===== config.mk =====
export PLATFORM = sky130hd
export DESIGN_NAME = gradient_color_map
export DESIGN_NICKNAME = d
export VERILOG_FILES = /design/src/rtl/gcm_pkg.sv /design/src/rtl/gcm_cfg.sv /design/src/rtl/gcm_div.sv /design/src/rtl/gradient_color_map.sv
export VERILOG_INCLUDE_DIRS = /design/src /design/src/rtl
export SDC_FILE = /design/constraint.sdc
export NUM_CORES = 1
export LEC_CHECK = 0
export ABC_CLOCK_PERIOD_IN_PS = 17500
export BUFFER_PORTS_ARGS = -buffer_cell sky130_fd_sc_hd__buf_2
export CORE_UTILIZATION = 50
export CTS_BUF_LIST = sky130_fd_sc_hd__clkbuf_8 sky130_fd_sc_hd__clkbuf_16
export DETAILED_ROUTE_END_ITERATION = 10
export PLACE_DENSITY_LB_ADDON = 0.12
export SLEW_MARGIN = 5
export SYNTH_ARGS = -nofsm -noshare
export SYNTH_HDL_FRONTEND = slang
export SYNTH_SLANG_ARGS = --single-unit

===== constraint.sdc =====
create_clock -name clk -period 17.5 [get_ports clk]
set_input_delay 1.75 -clock clk [delete_from_list [all_inputs] [get_ports clk]]
set_output_delay 1.75 -clock clk [all_outputs]
set_load 0.03 [all_outputs]

===== src/rtl/gradient_color_map_assert.svh =====
// assertion macros for the gradient color map
`ifndef GRADIENT_COLOR_MAP_ASSERT_SVH
`define GRADIENT_COLOR_MAP_ASSERT_SVH
`ifndef SYNTHESIS
`define GCM_ASSERT(lbl, clk, rst_n, prop, msg) \
	lbl: assert property (@(posedge clk) disable iff (!rst_n) prop) else $error(msg);
`define GCM_NEVER(lbl, clk, rst_n, cond, msg) \
	lbl: assert property (@(posedge clk) disable iff (!rst_n) !(cond)) else $error(msg);
`else
`define GCM_ASSERT(lbl, clk, rst_n, prop, msg)
`define GCM_NEVER(lbl, clk, rst_n, cond, msg)
`endif
`endif


===== src/rtl/gcm_pkg.sv =====
// shared types and constants for the gradient color map
`default_nettype none
package gcm_pkg;
	localparam int MAX_STOPS  = 7;
	localparam int CNT_W      = 3;
	localparam int CFG_IDX_W  = 4;
	localparam int STOP_W     = 49;
	localparam int POS_W      = 17;
	localparam int POS_LSB    = 32;
	localparam int VAL_W      = 18;
	localparam int CHAN_W     = 8;
	localparam int NUM_CHAN   = 4;
	localparam int FRAC_W     = 16;
	localparam int QUOT_W     = FRAC_W + 1;
	localparam int DIV_CNT_W  = 5;
	localparam int PROD_W     = 27;

	localparam logic [CFG_IDX_W-1:0] REG_STOP_COUNT = 4'd0;
	localparam logic [CFG_IDX_W-1:0] REG_STOP_FIRST = 4'd1;

	localparam logic signed [VAL_W-1:0] VAL_ONE  = 18'sd65536;
	localparam logic [CHAN_W-1:0]       CHAN_MAX = 8'hff;

	typedef enum logic [2:0] {
		ST_IDLE,
		ST_SCAN,
		ST_PREP,
		ST_DIV,
		ST_MUL,
		ST_RES
	} state_t;

	typedef struct packed {
		logic             start;
		logic [POS_W-1:0] num;
		logic [POS_W-1:0] den;
	} div_req_t;

	typedef struct packed {
		logic              busy;
		logic              done;
		logic [QUOT_W-1:0] quot;
	} div_rsp_t;

	// channel 0 red, 1 green, 2 blue, 3 alpha
	function automatic logic [CHAN_W-1:0] chan_of(input logic [STOP_W-1:0] s,
			input logic [1:0] k);
		logic [CHAN_W-1:0] c;
		unique case (k)
			2'd0: c = s[31:24];
			2'd1: c = s[23:16];
			2'd2: c = s[15:8];
			default: c = s[7:0];
		endcase
		return c;
	endfunction

	function automatic logic [POS_W-1:0] pos_of(input logic [STOP_W-1:0] s);
		return s[POS_LSB +: POS_W];
	endfunction
endpackage
`default_nettype wire


===== src/rtl/gcm_cfg.sv =====
// stop count and gradient stop registers with one read port
`default_nettype none
module gcm_cfg (
	input  wire logic                            clk,
	input  wire logic                            arst_n,
	input  wire logic                            wr_en,
	input  wire logic [gcm_pkg::CFG_IDX_W-1:0]   wr_index,
	input  wire logic [gcm_pkg::STOP_W-1:0]      wr_data,
	input  wire logic [gcm_pkg::CNT_W-1:0]       rd_idx,
	output logic      [gcm_pkg::STOP_W-1:0]      rd_stop,
	output logic      [gcm_pkg::CNT_W-1:0]       stop_count
);
	logic [gcm_pkg::CNT_W-1:0]     count_q;
	logic [gcm_pkg::STOP_W-1:0]    stop_q [gcm_pkg::MAX_STOPS];
	logic [gcm_pkg::CFG_IDX_W-1:0] widx;
	logic                          stop_sel;

	assign widx     = wr_index - gcm_pkg::REG_STOP_FIRST;
	assign stop_sel = (wr_index >= gcm_pkg::REG_STOP_FIRST) &&
		(widx < gcm_pkg::CFG_IDX_W'(gcm_pkg::MAX_STOPS));

	always_ff @(posedge clk or negedge arst_n) begin
		if (!arst_n) begin
			count_q <= '0;
			for (int i = 0; i < gcm_pkg::MAX_STOPS; i++) begin
				stop_q[i] <= '0;
			end
		end else if (wr_en) begin
			if (wr_index == gcm_pkg::REG_STOP_COUNT) begin
				count_q <= wr_data[gcm_pkg::CNT_W-1:0];
			end else if (stop_sel) begin
				stop_q[widx[gcm_pkg::CNT_W-1:0]] <= wr_data;
			end
		end
	end

	assign rd_stop    = stop_q[rd_idx];
	assign stop_count = count_q;
endmodule
`default_nettype wire


===== src/rtl/gcm_div.sv =====
// restoring divider for the rounded interpolation fraction
`default_nettype none
module gcm_div (
	input  wire logic              clk,
	input  wire logic              arst_n,
	input  wire gcm_pkg::div_req_t req,
	output gcm_pkg::div_rsp_t      rsp
);
	logic                              busy_q;
	logic                              done_q;
	logic [gcm_pkg::DIV_CNT_W-1:0]     cnt_q;
	logic [gcm_pkg::POS_W-1:0]         r_q;
	logic [gcm_pkg::POS_W-1:0]         d_q;
	logic [gcm_pkg::FRAC_W-1:0]        q_q;
	logic [gcm_pkg::QUOT_W-1:0]        quot_q;
	logic [gcm_pkg::POS_W:0]           r2;
	logic [gcm_pkg::POS_W:0]           r2_sub;
	logic                              ge;
	logic                              rnd;

	assign r2     = {r_q, 1'b0};
	assign ge     = r2 >= {1'b0, d_q};
	assign r2_sub = r2 - {1'b0, d_q};
	// round half up: remainder at least half the divisor
	assign rnd    = r2 >= {1'b0, d_q};

	always_ff @(posedge clk or negedge arst_n) begin
		if (!arst_n) begin
			busy_q <= 1'b0;
			done_q <= 1'b0;
			cnt_q  <= '0;
		end else begin
			done_q <= 1'b0;
			if (req.start) begin
				busy_q <= 1'b1;
				cnt_q  <= gcm_pkg::DIV_CNT_W'(gcm_pkg::FRAC_W);
			end else if (busy_q) begin
				if (cnt_q != '0) begin
					cnt_q <= cnt_q - 1'b1;
				end else begin
					busy_q <= 1'b0;
					done_q <= 1'b1;
				end
			end
		end
	end

	always_ff @(posedge clk) begin
		if (req.start) begin
			r_q <= req.num;
			d_q <= req.den;
			q_q <= '0;
		end else if (busy_q) begin
			if (cnt_q != '0) begin
				r_q <= ge ? r2_sub[gcm_pkg::POS_W-1:0] : r2[gcm_pkg::POS_W-1:0];
				q_q <= {q_q[gcm_pkg::FRAC_W-2:0], ge};
			end else begin
				quot_q <= {1'b0, q_q} + gcm_pkg::QUOT_W'(rnd);
			end
		end
	end

	assign rsp.busy = busy_q;
	assign rsp.done = done_q;
	assign rsp.quot = quot_q;
endmodule
`default_nettype wire


===== src/rtl/gradient_color_map.sv =====
// gradient color map top level: stop scan, fraction divide, channel blend
//
//  channel | handshake            | payload
//  cfg     | cfg_valid/cfg_ready  | cfg_index, cfg_data
//  in      | in_valid/in_ready    | value
//  out     | out_valid/out_ready  | red, green, blue, alpha, matched
//
// interpolated word: the scan runs up to the bracketing pair, then the fraction divide and the blend:
// one stop per cycle in the scan, then the shared divider, then the multiplier
// a value of 1.0 or more or no pair found scans all n stops, no stops in use skips the scan
// reset clears stop count and all stops to zero
// next word is taken once the result has moved into the output register
// cfg writes are always taken; that they apply while idle is up to the user, the block does not enforce it
`default_nettype none
`include "gradient_color_map_assert.svh"
module gradient_color_map (
	input  wire logic                                 clk,
	input  wire logic                                 arst_n,
	input  wire logic                                 cfg_valid,
	output logic                                      cfg_ready,
	input  wire logic        [gcm_pkg::CFG_IDX_W-1:0] cfg_index,
	input  wire logic        [gcm_pkg::STOP_W-1:0]    cfg_data,
	input  wire logic                                 in_valid,
	output logic                                      in_ready,
	input  wire logic signed [gcm_pkg::VAL_W-1:0]     value,
	output logic                                      out_valid,
	input  wire logic                                 out_ready,
	output logic             [gcm_pkg::CHAN_W-1:0]    red,
	output logic             [gcm_pkg::CHAN_W-1:0]    green,
	output logic             [gcm_pkg::CHAN_W-1:0]    blue,
	output logic             [gcm_pkg::CHAN_W-1:0]    alpha,
	output logic                                      matched
);
	gcm_pkg::state_t state_q, state_d;

	logic [gcm_pkg::STOP_W-1:0]              rd_stop;
	logic [gcm_pkg::CNT_W-1:0]               stop_count;
	logic [gcm_pkg::CNT_W-1:0]               n_in;
	logic [gcm_pkg::CNT_W-1:0]               n_q;
	logic [gcm_pkg::CNT_W-1:0]               idx_q;
	logic [gcm_pkg::CNT_W-1:0]               idx_nxt;
	logic signed [gcm_pkg::VAL_W-1:0]        v_q;
	logic                                    ge1_q;
	logic                                    have_lo_q;
	logic                                    have_hi_q;
	logic [gcm_pkg::STOP_W-1:0]              lo_stop_q;
	logic [gcm_pkg::STOP_W-1:0]              hi_stop_q;
	logic [gcm_pkg::NUM_CHAN-1:0][gcm_pkg::CHAN_W-1:0] res_col_q;
	logic                                    res_match_q;
	logic [gcm_pkg::QUOT_W-1:0]              f_q;
	logic [gcm_pkg::CNT_W-1:0]               cnt_q;
	logic [gcm_pkg::CNT_W-1:0]               cnt_m1;
	logic signed [gcm_pkg::PROD_W-1:0]       prod_q;
	logic signed [gcm_pkg::PROD_W-1:0]       prod_d;
	logic signed [gcm_pkg::PROD_W-1:0]       blend_sum;
	logic [gcm_pkg::CHAN_W-1:0]              a_q;
	logic [gcm_pkg::CHAN_W-1:0]              chan_a;
	logic [gcm_pkg::CHAN_W-1:0]              chan_b;
	logic signed [gcm_pkg::CHAN_W:0]         chan_diff;
	logic signed [gcm_pkg::QUOT_W:0]         f_s;
	logic [gcm_pkg::POS_W-1:0]               lo_pos;
	logic [gcm_pkg::POS_W-1:0]               hi_pos;
	logic signed [gcm_pkg::VAL_W:0]          num_full;
	logic                                    in_fire;
	logic                                    le;
	logic                                    ok_next;
	logic                                    last_stop;
	logic                                    mul_last;
	logic                                    res_load;
	logic                                    out_valid_q;
	logic [gcm_pkg::NUM_CHAN-1:0][gcm_pkg::CHAN_W-1:0] out_col_q;
	logic                                    out_match_q;
	gcm_pkg::div_req_t                       div_req;
	gcm_pkg::div_rsp_t                       div_rsp;

	gcm_cfg u_cfg (
		.clk        (clk),
		.arst_n     (arst_n),
		.wr_en      (cfg_valid && cfg_ready),
		.wr_index   (cfg_index),
		.wr_data    (cfg_data),
		.rd_idx     (idx_q),
		.rd_stop    (rd_stop),
		.stop_count (stop_count)
	);

	gcm_div u_div (
		.clk    (clk),
		.arst_n (arst_n),
		.req    (div_req),
		.rsp    (div_rsp)
	);

	assign cfg_ready = 1'b1;
	assign in_ready  = (state_q == gcm_pkg::ST_IDLE);
	assign in_fire   = in_valid && in_ready;
	assign n_in      = (stop_count > gcm_pkg::CNT_W'(gcm_pkg::MAX_STOPS)) ?
		gcm_pkg::CNT_W'(gcm_pkg::MAX_STOPS) : stop_count;
	assign idx_nxt   = idx_q + 1'b1;
	assign last_stop = (idx_nxt == n_q);

	// stop at or below the value
	assign le      = $signed({2'b00, gcm_pkg::pos_of(rd_stop)}) <= $signed({v_q[gcm_pkg::VAL_W-1], v_q});
	assign ok_next = (have_lo_q || le) && (have_hi_q || !le);

	assign lo_pos   = gcm_pkg::pos_of(lo_stop_q);
	assign hi_pos   = gcm_pkg::pos_of(hi_stop_q);
	assign num_full = $signed({v_q[gcm_pkg::VAL_W-1], v_q}) - $signed({2'b00, lo_pos});

	assign div_req.start = (state_q == gcm_pkg::ST_PREP);
	assign div_req.num   = num_full[gcm_pkg::POS_W-1:0];
	assign div_req.den   = hi_pos - lo_pos;

	// shared blend multiplier, one channel a cycle
	assign mul_last  = (cnt_q == gcm_pkg::CNT_W'(gcm_pkg::NUM_CHAN));
	assign cnt_m1    = cnt_q - 1'b1;
	assign chan_a    = gcm_pkg::chan_of(lo_stop_q, cnt_q[1:0]);
	assign chan_b    = gcm_pkg::chan_of(hi_stop_q, cnt_q[1:0]);
	assign chan_diff = $signed({1'b0, chan_b}) - $signed({1'b0, chan_a});
	assign f_s       = $signed({1'b0, f_q});
	assign prod_d    = gcm_pkg::PROD_W'(chan_diff) * gcm_pkg::PROD_W'(f_s);
	assign blend_sum = $signed({3'b000, a_q, 16'h0000}) + prod_q + 27'sd32768;

	assign res_load = (state_q == gcm_pkg::ST_RES) && (!out_valid_q || out_ready);

	always_ff @(posedge clk or negedge arst_n) begin
		if (!arst_n) begin
			state_q <= gcm_pkg::ST_IDLE;
		end else begin
			state_q <= state_d;
		end
	end

	always_comb begin
		state_d = state_q;
		unique case (state_q)
			gcm_pkg::ST_IDLE: begin
				if (in_fire) begin
					state_d = (n_in == '0) ? gcm_pkg::ST_RES : gcm_pkg::ST_SCAN;
				end
			end
			gcm_pkg::ST_SCAN: begin
				if (ge1_q) begin
					if (last_stop) begin
						state_d = gcm_pkg::ST_RES;
					end
				end else if (ok_next) begin
					state_d = gcm_pkg::ST_PREP;
				end else if (last_stop) begin
					state_d = gcm_pkg::ST_RES;
				end
			end
			gcm_pkg::ST_PREP: begin
				state_d = gcm_pkg::ST_DIV;
			end
			gcm_pkg::ST_DIV: begin
				if (div_rsp.done) begin
					state_d = gcm_pkg::ST_MUL;
				end
			end
			gcm_pkg::ST_MUL: begin
				if (mul_last) begin
					state_d = gcm_pkg::ST_RES;
				end
			end
			gcm_pkg::ST_RES: begin
				if (res_load) begin
					state_d = gcm_pkg::ST_IDLE;
				end
			end
			default: state_d = gcm_pkg::ST_IDLE;
		endcase
	end

	always_ff @(posedge clk or negedge arst_n) begin
		if (!arst_n) begin
			n_q       <= '0;
			idx_q     <= '0;
			cnt_q     <= '0;
			ge1_q     <= 1'b0;
			have_lo_q <= 1'b0;
			have_hi_q <= 1'b0;
		end else begin
			unique case (state_q)
				gcm_pkg::ST_IDLE: begin
					if (in_fire) begin
						n_q       <= n_in;
						idx_q     <= '0;
						ge1_q     <= (value >= gcm_pkg::VAL_ONE);
						have_lo_q <= 1'b0;
						have_hi_q <= 1'b0;
					end
				end
				gcm_pkg::ST_SCAN: begin
					idx_q <= idx_nxt;
					if (le) begin
						have_lo_q <= 1'b1;
					end else begin
						have_hi_q <= 1'b1;
					end
				end
				gcm_pkg::ST_DIV: begin
					cnt_q <= '0;
				end
				gcm_pkg::ST_MUL: begin
					cnt_q <= cnt_q + 1'b1;
				end
				default: begin
				end
			endcase
		end
	end

	always_ff @(posedge clk) begin
		unique case (state_q)
			gcm_pkg::ST_IDLE: begin
				if (in_fire) begin
					v_q         <= value;
					res_col_q   <= {gcm_pkg::CHAN_MAX, 8'h00, 8'h00, 8'h00};
					res_match_q <= 1'b0;
				end
			end
			gcm_pkg::ST_SCAN: begin
				if (le) begin
					lo_stop_q <= rd_stop;
				end else begin
					hi_stop_q <= rd_stop;
				end
				if (ge1_q && last_stop) begin
					for (int k = 0; k < gcm_pkg::NUM_CHAN; k++) begin
						res_col_q[k] <= gcm_pkg::chan_of(rd_stop, 2'(k));
					end
					res_match_q <= 1'b1;
				end
			end
			gcm_pkg::ST_DIV: begin
				if (div_rsp.done) begin
					f_q <= div_rsp.quot;
				end
			end
			gcm_pkg::ST_MUL: begin
				if (!mul_last) begin
					prod_q <= prod_d;
					a_q    <= chan_a;
				end
				if (cnt_q != '0) begin
					res_col_q[cnt_m1[1:0]] <= blend_sum[23:16];
				end
				if (mul_last) begin
					res_match_q <= 1'b1;
				end
			end
			default: begin
			end
		endcase
	end

	always_ff @(posedge clk or negedge arst_n) begin
		if (!arst_n) begin
			out_valid_q <= 1'b0;
		end else if (res_load) begin
			out_valid_q <= 1'b1;
		end else if (out_ready) begin
			out_valid_q <= 1'b0;
		end
	end

	always_ff @(posedge clk) begin
		if (res_load) begin
			out_col_q   <= res_col_q;
			out_match_q <= res_match_q;
		end
	end

	assign out_valid = out_valid_q;
	assign red       = out_col_q[0];
	assign green     = out_col_q[1];
	assign blue      = out_col_q[2];
	assign alpha     = out_col_q[3];
	assign matched   = out_match_q;

	`GCM_NEVER(a_idle_div_busy, clk, arst_n, in_ready && div_rsp.busy, "divider busy while idle")
	`GCM_ASSERT(a_done_in_div, clk, arst_n, div_rsp.done |-> (state_q == gcm_pkg::ST_DIV), "divider done outside divide")
	`GCM_ASSERT(a_mul_pair, clk, arst_n, (state_q == gcm_pkg::ST_MUL) |-> (have_lo_q && have_hi_q), "blend without bracketing pair")
	`GCM_ASSERT(a_frac_range, clk, arst_n, div_rsp.done |-> (div_rsp.quot <= 17'd65536), "fraction above one")
endmodule
`default_nettype wire

Yosys cells after proc, flatten, opt, wreduce, memory -nomap -nowiden

Cells that the tools add are included.

Input bits: 76
Logic and storage cells: 178
Register bits: 667
Output and inout bits: 36

Reductions and logical operators: 40
Multiply operators: 1
Add/sub/neg operators: 12
Magnitude comparators: 11
Eq/ne operators: 17
Bitwise operators: 7
Multiplexer cells: 51

Operator list:

| operator                                                  | number |
|---|---|
| bitwise mux 343 bit                                       | 1 |
| binary-select mux 49 bit (select 3 bit)                   | 1 |
| demux 49 bit (select 3 bit)                               | 1 |
| two-way mux 49 bit                                        | 3 |
| two-way mux 32 bit                                        | 3 |
| one-hot mux 32 bit (3 select lines)                       | 1 |
| two-way mux 17 bit                                        | 4 |
| subtractor 17 bit                                         | 3 |
| one-hot mux 8 bit (3 select lines)                        | 2 |
| bitwise mux 32 bit                                        | 1 |
| two-way mux 3 bit                                         | 10 |
| adder 24 x 17 -> 24 bit, second input constant            | 1 |
| adder 24 bit                                              | 1 |
| multiplier 9 x 18 -> 24 bit                               | 1 |
| greater-or-equal comparator 18 x 17 -> 1 bit              | 1 |
| greater-or-equal comparator 18 bit, second input constant | 1 |
| less-or-equal comparator 18 bit                           | 1 |
| one-hot mux 3 bit (6 select lines)                        | 1 |
| AND reduction 2 bit                                       | 9 |
| adder 16 x 1 -> 17 bit                                    | 1 |
| demux 8 bit (select 2 bit)                                | 1 |
| two-way mux 5 bit                                         | 3 |
| two-way mux 1 bit                                         | 13 |
| != test 2 bit, second input constant                      | 6 |
| other kinds (36)                                          | 69 |

Longest topological paths before layout

Gate-level depths: netlist of the first run.

Depth after elaboration: 11
Gate-level depth with buffers: 36
Depth with buffers taken out: 34

Cells and area by module

A second synthesis of the first run with hierarchy kept.

Cell total of the unflattened synthesis: 2719
Area, all modules: 34838.4 µm²

Modules (own cells, without submodules):

| module             | cells an instance | sequential area each (µm²) | area an instance (µm²) | instances |
|---|---|---|---|---|
| gcm_cfg            | 1086              | 8658.3                     | 15683.8                | 1 |
| gradient_color_map | 1277              | 6886.6                     | 15182.1                | 1 |
| gcm_div            | 356               | 2026.9                     | 3972.6                 | 1 |

Worst setup path after synthesis of the first run

OpenSTA, ideal clock, no wires.

Kind: flip-flop to flip-flop
From: register cnt_q[0] in the netlist's numbering
To: register prod_q[23] in the netlist's numbering (data pin)
Stages on the path, launching flop included: 34
Data arrival time: 7.950 ns
Path buffers: 2
Clock period less this slack: 8.210 ns
Library setup time: 0.260 ns
Slack: 9.290 ns
Data required time: 17.240 ns
Cells stage by stage: dfrtp_1 -> inv_1 -> ha_1 -> clkbuf_1 -> buf_1 -> a222oi_1 -> a21oi_1 -> ha_1 -> inv_1 -> fa_1 -> a21o_1 -> a21oi_1 -> nor2b_1 -> o21a_1 -> o41a_1 -> or2_2 -> fa_1 -> fa_1 -> inv_1 -> fa_1 -> fa_1 -> inv_1 -> fa_1 -> inv_1 -> ha_1 -> nand2_1 -> o211ai_1 -> o2111ai_1 -> nand3b_1 -> o311ai_0 -> a21boi_0 -> o21a_1 -> nor2_1 -> xnor2_1

Longest elaborated chain between the ends: 4
Elaborated cells between the ends (all ways): 7
Classes of those cells: add/sub (1); mul (1); eq/ne (2); mux (2); reduce/logical (1)

Ends and longest elaborated chain:

| item                                   | RTL line                  | text |
|---|---|---|
| start: declaration                     | gradient_color_map.sv:51  | `logic [gcm_pkg::CNT_W-1:0] cnt_q;` |
| start signal: assignment               | gradient_color_map.sv:206 | `cnt_q <= cnt_q + 1'b1;` |
| == test 2 bit (tied with other cells)  | gcm_pkg.sv:49             | `unique case (k)` |
| one-hot mux 8 bit (3 select lines) (*) | gcm_pkg.sv:49             |  |
| named net chan_a, one bit              | gradient_color_map.sv:57  | `logic [gcm_pkg::CHAN_W-1:0] chan_a;` |
| subtractor 8 x 8 -> 9 bit (*)          | gradient_color_map.sv:119 | `assign chan_diff = $signed({1'b0, chan_b}) - $signed({1'b0, chan_a});` |
| multiplier 9 x 18 -> 24 bit (*)        | gradient_color_map.sv:121 | `assign prod_d = gcm_pkg::PROD_W'(chan_diff) * gcm_pkg::PROD_W'(f_s);` |
| named net prod_d, one bit              | gradient_color_map.sv:54  | `logic signed [gcm_pkg::PROD_W-1:0] prod_d;` |
| end signal: assignment                 | gradient_color_map.sv:243 | `prod_q <= prod_d;` |
| end: declaration                       | gradient_color_map.sv:53  | `logic signed [gcm_pkg::PROD_W-1:0] prod_q;` |

Mark *: on every way through the listed nets, which the timed path passes. The rest lies on a longest branch.
A chain may end at the register's enable or synchronous reset.

Final worst setup path of the first run

From: register cnt_q[0] in the netlist's numbering
To: register prod_q[23] in the netlist's numbering (data pin)

Longest elaborated chain between the ends: 4
Elaborated cells between the ends (all ways): 7
Classes of those cells: add/sub (1); mul (1); eq/ne (2); mux (2); reduce/logical (1)

Ends and longest elaborated chain:

| item                                  | RTL line |
|---|---|
| == test 2 bit (tied with other cells) | gcm_pkg.sv:49 |
| one-hot mux 8 bit (3 select lines)    | gcm_pkg.sv:49 |
| subtractor 8 x 8 -> 9 bit (*)         | gradient_color_map.sv:119 |
| multiplier 9 x 18 -> 24 bit (*)       | gradient_color_map.sv:121 |
| named net prod_d, one bit             | gradient_color_map.sv:54 |

Marked as above.

==> results.md, run 1 <==
* Max-slew headroom at 12.2%
* Wirelength, routed at 76,500 microns
* Most used cell, CP: fa_1
* Die Y at 265 microns
* Post-DP HPWL at 51,500 microns
* Yosys top cell area share at 26.7%
* Final min period at 9.25 ns
* Worst r2r src: cnt_q[0]$_DFFE_PN0N_
* Post-CTS setup buffer count at 0
* CP arrival at 9.59 ns
* CTS max path bufs at 3
* Crit path max fanout at 22
* Full die area at 70,100 sq um
* Max-cap violations at 0
* Setup CP Type: reg2reg
* Initial antenna violation count at 14
* Final period util at 52.8%
* RD Place Congestion at 0.837
* Global Route Usage Sum at 22.3%
* Initial Utilization at 51.0%
* Seq cells post-synth at 652
* Max incr delay on CP at 0.59 ns
* CTS Sinks at 652
* PortBufs at 110
* Met3 Use GR at 3.43%
* R2R Setup Slk at 8.25 ns
* Hold Path Depth at 0
* Status: finished, final reports clean
* M1 GR Usage at 31.0%
* Vias at 21.2k
* EDFF count, synth at 267
* Core area at 67,800 sq um
* GR peak layer: met2
* Critical-path top delay cell: o41a_1
* Post-synth net total at 3,058
* DRC at 0
* Die X at 265 microns
* Post-synth ARST share at 56.6%
* Hold Path End: f_q[6]$_DFFE_PP_
* Fin. Hold Viols at 0
* Register area share after synthesis at 50.9%
* Setup violations, final at 0
* Cts bufs inserted at 71
* Largest cells by area after synthesis: dfrtp_1 27%, edfxtp_1 23%, mux2_2 11%
* Synth area leader: dfrtp_1
* Max-slew violations at 0
* Worst slew pin tran at 1.30 ns
* H-tree levels at 3
* Layout Nets at 3,147
* Hold crit path type: reg2reg
* Clock transition at path regs at 0.06 ns
* Yosys cell types at 76
* Row cnt at 95
* Worst Hold Launch: u_div.quot_q[6]$_DFFE_PP_
* CP required at 17.85 ns
* Initial DRC count at 1,340
* Layout cells sized above 1 at 24.2%
* RSZ-0062 raised after global routing: no
* First-pass GRT wire length at 123,000 microns
* Ys flop type: dfrtp_1
* Later-pin clock latency in the skew report at 0.60 ns
* Crit. End Element: flop
* P&R area growth vs syn at 11.0%
* FMAX at 0.108 GHz
* Post_cts resized at 0
* WL/cell at 20.4 microns
* Vias in the first global route at 22.4k
* Pre-Repair DR Iteration Count at 5
* Largest net degree at the start of global routing at 187
* Met2 Usage GRT at 36.4%
* Total gr overflow at 0
* Setup Skew at 0.0136 ns
* Synth Cell Area at 34,500 sq um
* Setup TNS at 0 ns
* IO Count at 112
* Startpoint types: flop
* Synth Warn # at 0
* CTS Hold Bufs at 0
* Via/cell ratio at 5.65
* CTS root buf: clkbuf_16
* CTS tree: done
* Cells after synthesis at 2,727
* Final ANT Viol Nets at 0
* Worst R2R End: prod_q[23]$_DFFE_PP_
* R2R depth at 33
* Avg Cell Area, Syn at 12.7 sq um
critical path, delay by kind of cell (launching register included):
kind | cells | cell delay, ns
adders and majority gates | 9 | 3.72
AOI/OAI and AO/OA | 12 | 3.20
and+or+nand+nor | 5 | 0.96
buffers and inverters | 6 | 0.56
DFF | 1 | 0.45
xor gates and xnor gates | 1 | 0.08
registers in the layout, indices dropped and copies added (netlist names), 9 cells and up:
name / cells
u_div.q_q: 16
u_cfg.stop_q: 343
u_div.quot_q: 17
res_col_q: 32
f_q: 17
prod_q: 9
lo_stop_q: 49
hi_stop_q: 49
v_q: 18
u_div.r_q: 17
u_div.d_q: 17
cells in the mapped netlist, drive strengths merged, types with 3 or more instances:
master and instances:
dfrtp 369, mux2 350, edfxtp 267, nor2 210, a21oi 192, inv 169, ha 145, nand2 143
fa 110, mux2i 78, and2 77, buf 64, xnor2 64, clkbuf 60, mux4 49, o21ai 46
nand2b 29, xor2 28, a21o 26, nor3 24, nand3 22, o2bb2ai 21, nor2b 18, a211oi 16
dfxtp 16, and3 11, o21a 11, a222oi 9, or3 9, a22oi 8, o21bai 7, or2 7
a21boi 6, a31oi 5, nand4 5, o211ai 5, a211o 4, nor4 4, o2111ai 4, o31ai 4
a22o 3, nor4b 3, o41a 3, o41ai 3
logic make-up (layout without fill, tap and decap cells):
logic type / Yosys count / count (layout) / share of synthesized area (%)
XOR/XNOR: 92 / 92 / 2.33
buffers and inverters: 293 / 440 / 3.40
multiplexers: 477 / 477 / 16.9
other: 1 / 7 / 0.0109
AND/OR/NAND/NOR: 572 / 572 / 7.73
AO/OA/AOI/OAI: 385 / 385 / 7.15
flip-flops: 652 / 652 / 50.9
adder cells (fa/ha/maj): 255 / 255 / 11.6
area by class of cell:
type,count,area [sq um]
tap,873,1090
sequential,652,17600
antenna,6,15.0
multi-input combinational,1782,15900
inverter,169,634
clock inverter,46,300
timing repair buffer,140,798
fill,5545,29400
clock buffer,85,2010
cell usage in the layout (no fill, tap or decap), types with 21 or more instances in the layout:
cell,synthesis,layout
ha_1,145,145
inv_1,167,176
edfxtp_1,267,267
nand2_1,143,143
nor3_1,24,22
nand3_1,22,22
o2bb2ai_1,21,21
nor2_1,210,205
and2_1,77,76
buf_2,33,109
o21ai_0,43,43
fa_1,110,110
mux2i_1,78,78
xor2_1,28,27
a21oi_1,192,190
mux4_2,49,49
mux2_2,348,348
a21o_1,26,26
nand2b_1,29,29
xnor2_1,64,64
clkbuf_16,0,75
buf_4,1,29
dfrtp_1,369,366
layer usage:
layer	share of wire, %	vias up	wire, microns
met5	0.093	-	71
met4	2.2	12	1670
met3	4.0	121	3090
met2	47	371	36100
met1	46	10800	35600
li1	-	9854	-
per-stage QoR:
stage | std cells | utilization (%) | hold WS (ns) | instance area (sq um) | setup WS [ns]
after CTS | 3747 | 56.6 | 0.404 | 38300 | 8.23
after floorplan | 2727 | - | 0.400 | 34500 | 9.29
after global placement | 3616 | 53.1 | 0.405 | 36000 | 8.44
after detailed placement | 3616 | 53.1 | 0.405 | 36000 | 8.24
after global routing | 3751 | 56.6 | 0.414 | 38300 | 7.68
final | 3753 | 56.6 | 0.404 | 38300 | 8.25
how the worst max path moves through the flow:
stage,end,slack [ns],from
floorplan,prod_q[23]$_DFFE_PP_,9.29,cnt_q[0]$_DFFE_PN0N_
global placement,prod_q[23]$_DFFE_PP_,8.44,cnt_q[0]$_DFFE_PN0N_
detailed placement,prod_q[23]$_DFFE_PP_,8.24,cnt_q[0]$_DFFE_PN0N_
CTS,prod_q[23]$_DFFE_PP_,8.23,cnt_q[0]$_DFFE_PN0N_
global route,prod_q[23]$_DFFE_PP_,7.68,cnt_q[0]$_DFFE_PN0N_
finish,prod_q[23]$_DFFE_PP_,8.25,cnt_q[0]$_DFFE_PN0N_
Power of run 1 is left out: the tool's default activity adds up to more than one toggle a clock period on the data nets, which glitch-free logic cannot reach.
==> run 2: changes to the inputs <==
--- a/config.mk
+++ b/config.mk
@@ -6,7 +6,7 @@
 export SDC_FILE = /design/constraint.sdc
 export NUM_CORES = 1
 export LEC_CHECK = 0
-export ABC_CLOCK_PERIOD_IN_PS = 17500
+export ABC_CLOCK_PERIOD_IN_PS = 7510
 export BUFFER_PORTS_ARGS = -buffer_cell sky130_fd_sc_hd__buf_2
 export CORE_UTILIZATION = 50
 export CTS_BUF_LIST = sky130_fd_sc_hd__clkbuf_8 sky130_fd_sc_hd__clkbuf_16
==> constraint.sdc (replaced) <==
create_clock -name clk -period 7.51 [get_ports clk]
set_input_delay 0.751 -clock clk [delete_from_list [all_inputs] [get_ports clk]]
set_output_delay 0.751 -clock clk [all_outputs]
set_load 0.03 [all_outputs]
==> run 2 against run 1 <==
Effect of this change: the run now ends with negative setup slack left; clock skew down 0.0020 ns; first-iteration DRC count up 7.2%; clock-buffer cell count up 1; maximum frequency up 19%; cell area up 1.8%; worst setup slack worse by 8.5 ns; utilization up 1.0 points; via count up 1.6%; critical path depth down 1; routed wire length up 2.1%; register-to-register slack worse by 8.5 ns.
==> results.md, run 2 (synthesized netlist as in run 1, its figures left out) <==
* Worst r2r src: cnt_q[1]$_DFFE_PN0N_ (was cnt_q[0]$_DFFE_PN0N_)
* Max incr delay on CP at 0.54 ns (was 0.59 ns)
* DRC at 0 (unchanged)
* RD Place Congestion at 0.879 (was 0.837)
* Top Registers: u_cfg.stop_q: 343 flops, hi_stop_q: 49 flops, lo_stop_q: 49 flops (unchanged)
* Setup slack after layout at -0.249 ns (was 8.25 ns)
* R2R depth at 32 (was 33)
* Worst R2R End: prod_q[23]$_DFFE_PP_ (unchanged)
* H-tree levels at 3 (unchanged)
* Initial Utilization at 51.0% (unchanged)
* CTS Sinks at 652 (unchanged)
* Setup CP Type: reg2reg (unchanged)
* Vias at 21.5k (was 21.2k)
* FMAX at 0.129 GHz (was 0.108 GHz)
* Final period util at 103% (was 52.8%)
* Multi-input combinational cell area at 16,100 sq um (was 15,900 sq um)
* Status: complete, but fails checks (was finished, final reports clean)
* CP arrival at 8.11 ns (was 9.59 ns)
* Startpoint types: flop (unchanged)
* Global Route Usage Sum at 22.8% (was 22.3%)
* Final ANT Viol Nets at 0 (unchanged)
* Fin. Hold Viols at 0 (unchanged)
* Failing checks: negative setup slack
* Max-slew headroom at 22.4% (was 12.2%)
* Final min period at 7.76 ns (was 9.25 ns)
* CP required at 7.86 ns (was 17.85 ns)
* Clock transition at path regs at 0.06 ns (about the same)
* Max-cap violations at 0 (unchanged)
* Full die area at 70,100 sq um (unchanged)
* Most used cell, CP: fa_1 (unchanged)
* Largest Register: u_cfg.stop_q (unchanged)
* Max reg flops at 343 (unchanged)
* Later-pin clock latency in the skew report at 0.61 ns (was 0.60 ns)
* Via/cell ratio at 5.64 (was 5.65)
* Total gr overflow at 0 (unchanged)
* Setup Skew at 0.0116 ns (was 0.0136 ns)
* Row cnt at 95 (unchanged)
* Setup violations, final at 5 (was 0)
* R2R Setup Slk at -0.25 ns (was 8.25 ns)
* Crit path max fanout at 3 (was 22)
* Post-DP HPWL at 53,400 microns (was 51,500 microns)
* Die X at 265 microns (unchanged)
* Die Y at 265 microns (unchanged)
* Layout cells sized above 1 at 26.7% (was 24.2%)
* Worst slew pin tran at 1.16 ns (was 1.30 ns)
* Register area at 17,600 sq um (about the same)
* CTS max path bufs at 3 (unchanged)
* Core Util, Final at 57.6% (was 56.6%)
* Critical-path top delay cell: fa_1 (was o41a_1)
* CTS tree: done (unchanged)
* First-pass GRT wire length at 125,000 microns (was 123,000 microns)
* Initial DRC count at 1,436 (was 1,340)
* Largest net degree at the start of global routing at 196 (was 187)
* Filler instances at 5,461 (was 5,545)
* P&R area growth vs syn at 13.0% (was 11.0%)
* WL/cell at 20.5 microns (was 20.4 microns)
* Most frequent cells in the layout: 365 x dfrtp_1, 348 x mux2_2, 267 x edfxtp_1 (was 366 x dfrtp_1, 348 x mux2_2, 267 x edfxtp_1)
* CTS root buf: clkbuf_16 (unchanged)
* Cts bufs inserted at 72 (was 71)
* Initial antenna violation count at 14 (unchanged)
* Hold crit path type: in2async (was reg2reg)
* Wirelength, routed at 78,200 microns (was 76,500 microns)
* RSZ-0062 raised after global routing: yes (was no)
* Crit. End Element: flop (unchanged)
* PortBufs at 110 (unchanged)
* Most common cell after layout, fill and taps aside: dfrtp_1 (unchanged)
* Max-slew violations at 0 (unchanged)
* Layout Nets at 3,216 (was 3,147)
* IO Count at 112 (unchanged)
* Pre-Repair DR Iteration Count at 6 (was 5)
* Vias in the first global route at 22.4k (about the same)
* Core area at 67,800 sq um (unchanged)
==> run 2: routing by layer <==
metal / wire [microns] / track usage, % / vias up
met5: 90 / 0 / -
met4: 1610 / 6.30 / 14
met3: 3690 / 3.77 / 118
met2: 37300 / 37.4 / 422
met1: 35400 / 31.5 / 11000
li1: - / - / 9980
==> run 2: how the worst max path moves through the flow <==
stage / startpoint / end / slack (ns) / cells past startpoint
6_report: cnt_q[1]$_DFFE_PN0N_ / prod_q[23]$_DFFE_PP_ / -0.25 / 32
5_1_grt: cnt_q[1]$_DFFE_PN0N_ / prod_q[23]$_DFFE_PP_ / -0.66 / 32
4_1_cts: cnt_q[0]$_DFFE_PN0N_ / prod_q[23]$_DFFE_PP_ / -0.17 / 32
3_5_place_dp: cnt_q[0]$_DFFE_PN0N_ / prod_q[23]$_DFFE_PP_ / -0.34 / 33
3_3_place_gp: cnt_q[0]$_DFFE_PN0N_ / prod_q[23]$_DFFE_PP_ / -0.22 / 33
2_1_floorplan: cnt_q[1]$_DFFE_PN0N_ / prod_q[23]$_DFFE_PP_ / -0.10 / 34
==> run 2: what timing repair did <==
action,in CTS,in global routing
setup buffers,10,5
setup endpoints to repair,6,9
resized for setup,21,15
hold endpoints to repair,0,0
hold buffers,0,0
pin swaps,5,33
==> run 2: area by class of cell <==
class | count | area share [%]
sequential | 652 | 45.1
clock inverter | 46 | 0.786
timing repair buffer | 208 | 3.41
multi-input combinational | 1782 | 41.1
antenna | 5 | 0.0321
inverter | 169 | 1.63
clock buffer | 86 | 5.14
tap | 873 | 2.80
==> run 2: critical path: cells and delay by family, from the launching register on <==
kind | cells | cell delay, ns
flip-flops | 1 | 0.39
XOR/XNOR | 1 | 0.07
buffers and inverters | 5 | 0.24
adder cells (fa/ha/maj) | 9 | 3.46
AND/OR/NAND/NOR | 6 | 0.87
AO/OA/AOI/OAI | 11 | 2.46
==> run 2: metrics by stage <==
step	setup TNS, ns	hold WS, ns	setup WS, ns	area (sq um)	cells
floorplan	-0.102	0.400	-0.102	34600	2727
global placement	-0.455	0.401	-0.217	36500	3673
detailed placement	-1.05	0.405	-0.338	36500	3673
CTS	-0.265	0.218	-0.174	38900	3815
global route	-3.81	0.245	-0.660	39000	3818
finish	-0.820	0.174	-0.249	39000	3821
Power of run 2 is left out for the same reason.
